==> config.mk <==
export PLATFORM = sky130hd
export DESIGN_NAME = sss_ram
export DESIGN_NICKNAME = d
export VERILOG_FILES = /design/src/rtl/sss_ram.sv
export SDC_FILE = /design/constraint.sdc
export NUM_CORES = 2
export LEC_CHECK = 0
export ABC_CLOCK_PERIOD_IN_PS = 4100
export BUFFER_PORTS_ARGS = -buffer_cell sky130_fd_sc_hd__buf_2
export CAP_MARGIN = 20
export CORE_AREA = 2 2 401 403
export DETAILED_ROUTE_END_ITERATION = 10
export DIE_AREA = 0 0 403 405
export MAX_ROUTING_LAYER = met4
export PLACE_DENSITY_LB_ADDON = 0.08
export SLEW_MARGIN = 20
export SYNTH_ARGS = -nofsm -noshare
export SYNTH_HDL_FRONTEND = slang
export SYNTH_SLANG_ARGS = --single-unit
==> constraint.sdc <==
create_clock -name clk -period 4.1 [get_ports clk]
set_input_delay 0.41 -clock clk [delete_from_list [all_inputs] [get_ports clk]]
set_output_delay 0.41 -clock clk [all_outputs]
set_load 0.01 [all_outputs]
==> src/rtl/sss_ram.sv <==
// generic single-port synchronous ram with registered read
module sss_ram #(
    parameter int WIDTH = 32,
    parameter int DEPTH = 64
) (
    input  logic                     clk,
    input  logic                     we,
    input  logic [$clog2(DEPTH)-1:0] addr,
    input  logic [WIDTH-1:0]         wdata,
    output logic [WIDTH-1:0]         rdata
);
    logic [WIDTH-1:0] mem [DEPTH];

    always_ff @(posedge clk)
    begin
        if (we)
        begin
            mem[addr] <= wdata;
        end
        rdata <= mem[addr];
    end
endmodule

### Word-level counts from Yosys, hierarchy flattened

Memory sizes are Yosys's and may differ from the RTL's. A register that Yosys moved wholly into a read port is not among the register bits.
Cells that the tools add are included.

| operators by class | value |
|---|---|
| muxes and demuxes | 2 |

Operators with widths:

| kind | number |
|---|---|
| $mux 1 | 2 |

| storage, ports and cells | value |
|---|---|
| memories | 1 |
| flip-flop bits (word level) | 0 |
| word-level logic and storage cells | 3 |
| RAM bits | 2048 |
| output and inout bits | 32 |

Memories:

| name | depth | width | read ports | clocked after Yosys merged registers in | write ports | RTL line | source |
|---|---|---|---|---|---|---|---|
| mem | 64 | 32 | 1 | 1 | 1 | 12 | `logic [WIDTH-1:0] mem [DEPTH];` |

### Logic depth before layout (Yosys ltp)

| depth | value |
|---|---|
| word-level depth | 2 |
| gate-level depth with buffers | 13 |

### Worst setup path before layout

Ideal clock, no wire load.

| timing | value |
|---|---|
| path kind | input to register |
| start point | in addr[2] |
| end point | mem mem[15][0], enable pin |
| setup slack | 0.451 ns |
| buffers on the path | 6 |
| library setup time | 0.421 ns |
| required time | 3.679 ns |
| arrival | 3.228 ns |
| cell stages on the path | 8 |
| cells stage by stage | buf_2 -> buf_2 -> buf_2 -> buf_2 -> buf_2 -> buf_2 -> nand3_1 -> nor2_1 |

RTL lines:

| element | RTL line | source |
|---|---|---|
| start: declaration | 8 | `input logic [$clog2(DEPTH)-1:0] addr,` |
| end: declaration | 12 |  |

No word-level cell before the write port.

==> flow_summary.toml <==
[logic_synthesis]
ys_ff_latch = 2080
synth-seq-area-share_pct = 78.73
netlist_area_um2 = 78930
synth_ff_type = "edfxtp_1"
synth.net_count = 4279
syn_area_per_cell_um2 = 18.62
ys_warn_count = 0
synth_edf_count = 2048
yosysUniqueCellTypes = 56
synthCells = 4239
async_reset_ff_share_pct = 0

[global_routing]
grt.total_usage_pct = 28.28
grt_max_degree = 88
antenna_found_initial = 7
met3_usage_pct = 3.892
grt_pass1_vias = 42350
grt_pass1_wl_um = 318000
met2_usage_pct = 45.41
use_met1_pct = 37.78
grt-ovfl-total = 0
grt_busiest_layer = "met2"

[pwr]
leakage_nw = 29.57
power_density_nw_per_um2 = 491.0
max-vdd-ir-drop_mv = 0.4480

[critical_path]
worst_path_max_delay_cell = "a2111oi_0"
required_ns = 4.78
cpMostUsedCell = "buf_4"
rr_startpoint = "mem[21][13]$_DFFE_PP_"
worstSetupPathType = "in2reg"
max_stage_delay_ns = 0.87
cp.arrival_ns = 3.72
rr_endpoint = "rdata[13]$_DFF_P_"
critPathLaunchType = "input pin"
crit_path_start = "addr[0]"
r2r_setup_slack_ns = 1.32
crit_path_end_kind = "flop"
ff2ff_path_depth = 5
path_max_fanout = 47
worstPathCellList = "buf_8 -> buf_4 -> nor2b_4 -> buf_4 -> a221o_1 -> o21ai_0 -> nand3_1 -> a2111oi_0 -> buf_4 -> nand3_1"

[cts]
cts_tree = "built"
path_clk_slew_ns = 0.06
cts.sinks = 2080
clock_path_buffers = 3
cts-root-buf = "clkbuf_16"
insertion_delay_ns = 0.82
cts_buffers = 208
cts_setup_buffers = 0
htreeDepth = 4

[worst_hold_path]
holdCritStartpoint = "wdata[8]"
hold_end = "mem[57][8]$_DFFE_PP_"
hp-class = "in2reg"
whs_path_depth = 1

[floorplanning]
die_h_um = 405
die_width_um = 403
coreArea_um2 = 159300
io_pins = 72
dieArea_um2 = 163200
rows = 147
start_util_pct = 49.55

[sta]
fin_skew_ns = 0.02197
timing.fmax_mhz = 328.7
fin_ws_ns = 1.058
hold_viol = 0
slew_viol_final = 0
final-setup-viol-count = 0
rsz0062_at_grt = "false"
maxSlewHeadroom_pct = 23.90
period_minus_slack_ns = 3.042
fin_crit_sh_pct = 74.20
tns_ns = 0
tightest_slew_ns = 1.139

[finish]
layout-drive-gt1-share_pct = 21.12
multi_input_area_um2 = 16050
nFillCells = 12060
final_cell_mix = "edfxtp_1 (2048), mux2i_1 (259), buf_4 (259)"
instances_no_fill = 6801
area_growth_pct = 15.30
regArea_um2 = 62140
final_common_cell = "edfxtp_1"
fin_nets = 4577

[detailed_routing]
wire_per_inst_um = 32.84
drtIter0Drc = 4752
num_vias = 42790
wirelength_um = 223300
drt_pre_antenna_iters = 6
postRouteAntennaNets = 0
detail_route.vias_per_cell = 6.292
drc = 0

[placement]
port-buffer-count = 71
dp_cells = 6411
post-place-ws_ns = 0.2287
globalplace.congestion = 0.8689
hpwl_um = 133600

[outcome]
status = "finished, final reports clean"

[job]
cap_violations = 0
## worst max-delay path, delay by kind of cell
family                 cells  cell delay (ns)
AOI/OAI and AO/OA          3             1.36
buffers and inverters      4             1.40
and+or+nand+nor            3             0.43
## cell families after synthesis
logic type / share of synthesized area, %
flops: 78.73
compound gates: 8.662
mux: 8.121
simple gates: 2.806
buf+inv: 1.682
## metrics by stage
| stage | power [mW] | instance area (um2) | utilization (%) | hold slack, ns |
|---|---|---|---|---|
| final | 44.68 | 91000 | 57.13 | 0.06090 |
| after global routing | 45.94 | 90990 | 57.13 | 0.02337 |
| after CTS | 44.99 | 90970 | 57.11 | 0.02085 |
| after floorplan | 25.19 | 78930 | - | 0.5089 |
| after global placement | 26.49 | 84300 | 52.92 | 0.5970 |
| after detailed placement | 26.52 | 84300 | 52.93 | 0.6094 |
## sequential cells by signal, summed over array words and instances, names as in the netlist
name / flops
mem: 2048
rdata: 32
## layer usage
metal / vias up / part of all wire (%)
met4: 0 / 3.3
met3: 326 / 6.7
met5: - / 0
met1: 22390 / 41
li1: 18270 / -
met2: 1796 / 49
## cell usage after synthesis, types with 83 or more instances
cell type	instances	area share (%)
edfxtp_1	2048	78
buf_2	83	0.53
a22oi_1	188	1.8
mux4_2	96	2.7
nor2_1	145	0.69
a221oi_1	175	1.9
and3_1	85	0.67
a21oi_1	121	0.77
mux2_2	147	2.1
clkbuf_1	168	0.80
o22ai_1	93	0.74
o21ai_0	84	0.53
mux2i_1	259	3.3
## power breakdown
group	internal, mW	switching (mW)	total, mW
registers	23.5	0.0885	23.6
clock network	10.9	7.78	18.6
logic	0.778	1.64	2.41
## what timing repair did
action	CTS	global route
gates resized for setup	0	0
hold buffers	2	0
hold endpoints to repair	20	0
## worst max-delay path by stage
stage | endpoint | depth (start not counted)
after floorplan | mem[15][0]$_DFFE_PP_ | 8
after global placement | rdata[28]$_DFF_P_ | 10
after detailed placement | rdata[16]$_DFF_P_ | 9
after CTS | rdata[16]$_DFF_P_ | 9
after global routing | rdata[24]$_DFF_P_ | 9
final | rdata[20]$_DFF_P_ | 10
## area by class of cell
type / instances / area share [%]
multi-input cells: 1859 / 17.64
repair buffers: 386 / 3.869
clock buffers: 272 / 6.190
flip-flops and latches: 2080 / 68.28
inverters: 2 / 0.01650
clock inverters: 108 / 1.112
diodes: 8 / 0.02200
well taps: 2086 / 2.868
No activity file was read; power rests on OpenSTA's default activity.
