<file path="src/rtl/sss_div.sv">
// restoring divider: unsigned dividend by unsigned divisor, one bit per cycle
module sss_div #(
    parameter int NUM_W = 80,
    parameter int DEN_W = 11
) (
    input  logic             clk,
    input  logic             rst_n,
    input  logic             start,
    input  logic [NUM_W-1:0] num,
    input  logic [DEN_W-1:0] den,
    output logic             done,
    output logic [NUM_W-1:0] quot
);
    localparam int CNT_W = $clog2(NUM_W + 1);

    logic [NUM_W-1:0] q_reg;
    logic [DEN_W:0] r_reg;
    logic [DEN_W-1:0] d_reg;
    logic [CNT_W-1:0] cnt_reg;
    logic busy_reg;
    logic done_reg;
    logic [DEN_W:0] trial;
    logic [DEN_W:0] shifted;

    assign shifted = {r_reg[DEN_W-1:0], q_reg[NUM_W-1]};
    assign trial = shifted - {1'b0, d_reg};

    always_ff @(posedge clk or negedge rst_n)
    begin
        if (!rst_n)
        begin
            busy_reg <= 1'b0;
            done_reg <= 1'b0;
            cnt_reg <= '0;
        end
        else
        begin
            done_reg <= !start && busy_reg && (cnt_reg == CNT_W'(1));
            if (start)
            begin
                busy_reg <= 1'b1;
                cnt_reg <= CNT_W'(NUM_W);
                q_reg <= num;
                r_reg <= '0;
                d_reg <= den;
            end
            else if (busy_reg)
            begin
                if (!trial[DEN_W])
                begin
                    r_reg <= trial;
                    q_reg <= {q_reg[NUM_W-2:0], 1'b1};
                end
                else
                begin
                    r_reg <= shifted;
                    q_reg <= {q_reg[NUM_W-2:0], 1'b0};
                end
                cnt_reg <= cnt_reg - 1'b1;
                if (cnt_reg == CNT_W'(1))
                begin
                    busy_reg <= 1'b0;
                end
            end
        end
    end

    assign done = done_reg;
    assign quot = q_reg;
endmodule

</file>
<file path="config.mk">
export PLATFORM = sky130hd
export DESIGN_NAME = sss_div
export DESIGN_NICKNAME = d
export VERILOG_FILES = /design/src/rtl/sss_div.sv
export SDC_FILE = /design/constraint.sdc
export NUM_CORES = 1
export LEC_CHECK = 0
export BUFFER_PORTS_ARGS = -buffer_cell sky130_fd_sc_hd__buf_2
export CORE_MARGIN = 2
export CORE_UTILIZATION = 44
export DETAILED_ROUTE_END_ITERATION = 12
export PLACE_DENSITY_LB_ADDON = 0.1
export SYNTH_ARGS = -nofsm -noshare
export SYNTH_HDL_FRONTEND = slang
export SYNTH_SLANG_ARGS = --single-unit
</file>
<file path="constraint.sdc">
create_clock -name clk -period 3.4 [get_ports clk]
set_clock_uncertainty 0.2 [all_clocks]
set_input_delay 0.17 -clock clk [delete_from_list [all_inputs] [get_ports clk]]
set_output_delay 0.17 -clock clk [all_outputs]
set_load 0.02 [all_outputs]
</file>
# After elaboration in Yosys (flattened, before gate mapping)
# Index checks and enable logic that the tools add are counted.
# word_totals
register_bits	112
in_bits	94
output_inout_bits	81
word_cells	25
# classes
n_addsub	2
n_eq_ne	1
n_mux	10
reduce_logical	6
# op_table
op	n
$mux W80	2
$mux W12	2
$mux W7	2
$sub A12 B11 Y12	1
$eq A7 B1 Y1 const B	1
$sub A7 B1 Y7 const B	1
$mux W1	4
$reduce_and A2 Y1	2
$logic_and A1 B1 Y1	2
$reduce_bool A2 Y1	1
$logic_not A1 Y1	1

# Logic depth before layout (Yosys ltp)
# depth
ltp_word	4
ltp_mapped	10
ltp_nobuf	10

# Least setup slack after synthesis
# OpenSTA, ideal clock, no wires.
# synth_path
kind	register to register
from	register busy_reg
to	register q_reg[0], in the netlist quot[0] (enable)
setup_time_ps	444
arrival_ps	2721
required_time_ps	2756
slack_ps	35
path_stages_with_launch	4
path_buffers	2
synth_period_minus_slack_ps	3365
cell_sequence	dfrtp_1 > clkbuf_1 > clkbuf_1 > o21a_1
# synth_via
elab_chain_len	2
# synth_rtl
element	line	rtl
start: declaration	20	logic busy_reg;
start signal: assignment	32	busy_reg <= 1'b0;
start signal: assignment	41	busy_reg <= 1'b1;
start signal: assignment	62	busy_reg <= 1'b0;
$reduce_bool A2 Y1 (no source line)	--	
$reduce_and A2 Y1 (no source line)	--	
end signal: assignment	43	q_reg <= num;
end signal: assignment	52	q_reg <= {q_reg[NUM_W-2:0], 1'b1};
end signal: assignment	57	q_reg <= {q_reg[NUM_W-2:0], 1'b0};
end: declaration	16	logic [NUM_W-1:0] q_reg;
# No other way between the ends.
# A chain may end at the register's enable or synchronous reset.

# Worst setup path in the final report
# layout_path
from	register r_reg[7]
to	register r_reg[0] (data pin)
# layout_via
elab_chain_len	3
# layout_rtl
element	line	rtl
start: declaration	17	logic [DEN_W:0] r_reg;
start signal: assignment	51	r_reg <= trial;
start signal: assignment	56	r_reg <= shifted;
$sub A12 B11 Y12	26	assign trial = shifted - {1'b0, d_reg};
$mux W12	49	if (!trial[DEN_W])
$mux W12	47	else if (busy_reg)
# No other way between the ends.

==> results.yml <==
final_layout:
  largest_reg_flops: 80
  final_nets: 734
  stdcell_count: 778
  layout-drive-gt1-share_pct: 44.4
  area_growth_pct: 42.0
  utilization_pct: 63.6
  stdcell_area_sq_um: 7580
cts:
  cts_root_buf: "clkbuf_16"
  post_cts_buffers: 0
  tritoncts: "done"
  cts_resized: 0
  clk_path_buf_depth: 2
  cts_sinks: 111
  htree_levels: 3
  clk_latency_ns: 0.35
  clk_pin_slew_ns: 0.07
  cts_made_buffers: 9
placed_design:
  post-dp-hpwl_um: 8190
  gp_congestion: 0.836
  placed_cell_area_sq_um: 6370
  place_ws_ns: 0.398
  placed_cells: 670
  numPortBuffers: 174
yosys:
  synth_edf_count: 102
  yosys_register_bits: 111
  synth.most_common_cell: "edfxtp_1"
  yosysTopAreaCellShare_pct: 57.4
  synth_flop_cell: "edfxtp_1"
  synth_nets: 470
  yosys-top-cells-count: "102 x edfxtp_1, 80 x mux2_2, 18 x inv_1, 18 x nor2_1, 15 x clkbuf_1"
  synth-seq-area-share_pct: 61.6
  synthArstFlopShare_pct: 8.11
  synth_warnings: 0
  syn_area_sq_um: 5340
  syn_area_per_cell_sq_um: 14.7
  synth_cell_types: 49
  yosys.area.top_type: "edfxtp_1"
  synthTopCellsByArea: "edfxtp_1 57%, mux2_2 17%, dfrtp_1 4.2%"
  netlist_instances: 362
route:
  vias_per_cell: 5.08
  first_pass_iters: 4
  drt_iter0_drc: 152
  drtAntennaViolNets: 0
  drc: 0
  wl_per_cell_um: 16.3
  routed_wl_um: 12700
  dr_total_vias: 3955
grt:
  grt_pass1_wl_um: 20000
  grt_max_degree: 70
  grt_pass1_vias: 4196
  grt_use_total_pct: 19.9
  globalRouteOverflowTotal: 0
  antenna_found_initial: 1
min_path:
  hp-class: "in -> reg"
critical_path:
  critPathLaunchType: "register"
  worstPathMaxFanout: 14
  cp_data_required_time_ns: 3.38
  critPathCaptureType: "register"
  worstSetupPathType: "reg -> reg"
  arrival_ns: 3.00
run:
  drv_cap: 0
pwr:
  max-vdd-ir-drop_mv: 0.250
  power_mw: 3.57
  p_leak_nw: 3.16
  p_per_area_nw_per_um2: 471
floorplan:
  rows: 40
  initial_utilization_pct: 44.8
  io_pins: 175
  die_h_um: 114
  core_area_sq_um: 11900
  die_width_um: 114
  die-area_sq_um: 13000
timing:
  finalHoldViolCount: 0
  finalCritPeriodShare_pct: 88.9
  tightest_slew_ns: 0.575
  fin_tns_setup_ns: 0
  slew_headroom_pct: 61.7
  hold_ws_ns: 0.0569
  rsz0062_at_grt: "no"
  drv_slew: 0
  fin_ws_ns: 0.377
  finalSetupViolations: 0
  max_freq_ghz: 0.331
  period_minus_slack_ns: 3.02
run_status:
  status: "complete, no violations"
-- cell type report --
cell class	count	area (sq um)
antenna	1	2.50
clock buffer	11	233
clock inverter	4	47.5
fill	925	4340
inverter	18	67.6
multi-input combinational	216	1900
sequential	111	3290
tap	147	184
timing repair buffer	270	1850
-- critical path, stage by stage, from the launching register on --
cell,delay [ns]
edfxtp_1,0.42
ha_1,0.42
a21oi_2,0.20
o21ai_0,0.22
or2_1,0.31
o211ai_4,0.46
mux2_2,0.40
a211oi_1,0.23
-- power by group --
part           total, mW  switching, mW  internal (mW)
clock network       1.04          0.469          0.566
registers           1.71         0.0739           1.64
logic              0.821          0.417          0.404
total               3.57          0.959           2.61
-- path summary, 6_finish.rpt --
check | startpoint | endpoint | slack (ns) | cells past startpoint
worst max-delay path | r_reg[7] | r_reg[0] | 0.38 | 7
worst min-delay path | start | cnt_reg[0] | 0.06 | 2
worst max register to register | r_reg[7] | r_reg[0] | 0.38 | 7
worst min register to register | cnt_reg[6] | cnt_reg[6] | 0.34 | 2
max in group asynchronous | rst_n | cnt_reg[0] | 2.63 | 3
min in group asynchronous | rst_n | done | 0.13 | 3
-- kinds of logic (layout without fill, tap and decap cells) --
family                   count (synthesis)  in the layout  share of synthesized area (%)
flip-flops                             111            111                           61.6
buffers and inverters                   35            303                           2.84
multiplexers                            87             87                           18.2
other                                    0              1                              0
XOR/XNOR                                13             13                           2.13
AO/OA/AOI/OAI                           46             46                           6.78
AND/OR/NAND/NOR                         56             56                           5.02
adder cells (fa/ha/maj)                 14             14                           3.42
-- metal layers --
metal,wire length [um],vias to the layer above,global-route usage (%)
met1,5100,1907,23.3
li1,-,1901,-
met3,724,28,5.35
met2,6530,119,34.0
met5,0,-,0
met4,343,0,9.92
-- layout by cell type (no fill, tap or decap), types with 2 or more instances in the layout --
| cell type | synthesis | routed |
|---|---|---|
| buf_2 | 0 | 173 |
| edfxtp_1 | 102 | 102 |
| dlygate4sd3_1 | 0 | 92 |
| mux2_2 | 80 | 80 |
| inv_1 | 18 | 18 |
| nor2_1 | 18 | 18 |
| nand2_1 | 14 | 14 |
| ha_1 | 13 | 13 |
| a21oi_1 | 9 | 9 |
| dfrtp_1 | 9 | 9 |
| clkbuf_16 | 0 | 9 |
| xnor2_1 | 8 | 8 |
| a211oi_1 | 8 | 8 |
| mux2i_1 | 7 | 7 |
| o21ai_0 | 5 | 5 |
| nand3_1 | 5 | 5 |
| xor2_1 | 5 | 5 |
| nand2b_1 | 3 | 3 |
| o211ai_1 | 3 | 3 |
| nor3_1 | 3 | 3 |
| buf_4 | 1 | 3 |
| and2_1 | 2 | 2 |
| o21a_1 | 3 | 2 |
| nor4_1 | 2 | 2 |
| a221oi_1 | 2 | 2 |
| a311oi_1 | 2 | 2 |
| clkbuf_1 | 15 | 2 |
| buf_12 | 1 | 2 |
-- repair_timing --
action / in CTS / in global routing
hold endpoints to repair: 100 / 0
hold buffers: 92 / 0
endpoints found under the setup margin: 0 / 0
No activity file was read; power rests on OpenSTA's default activity.
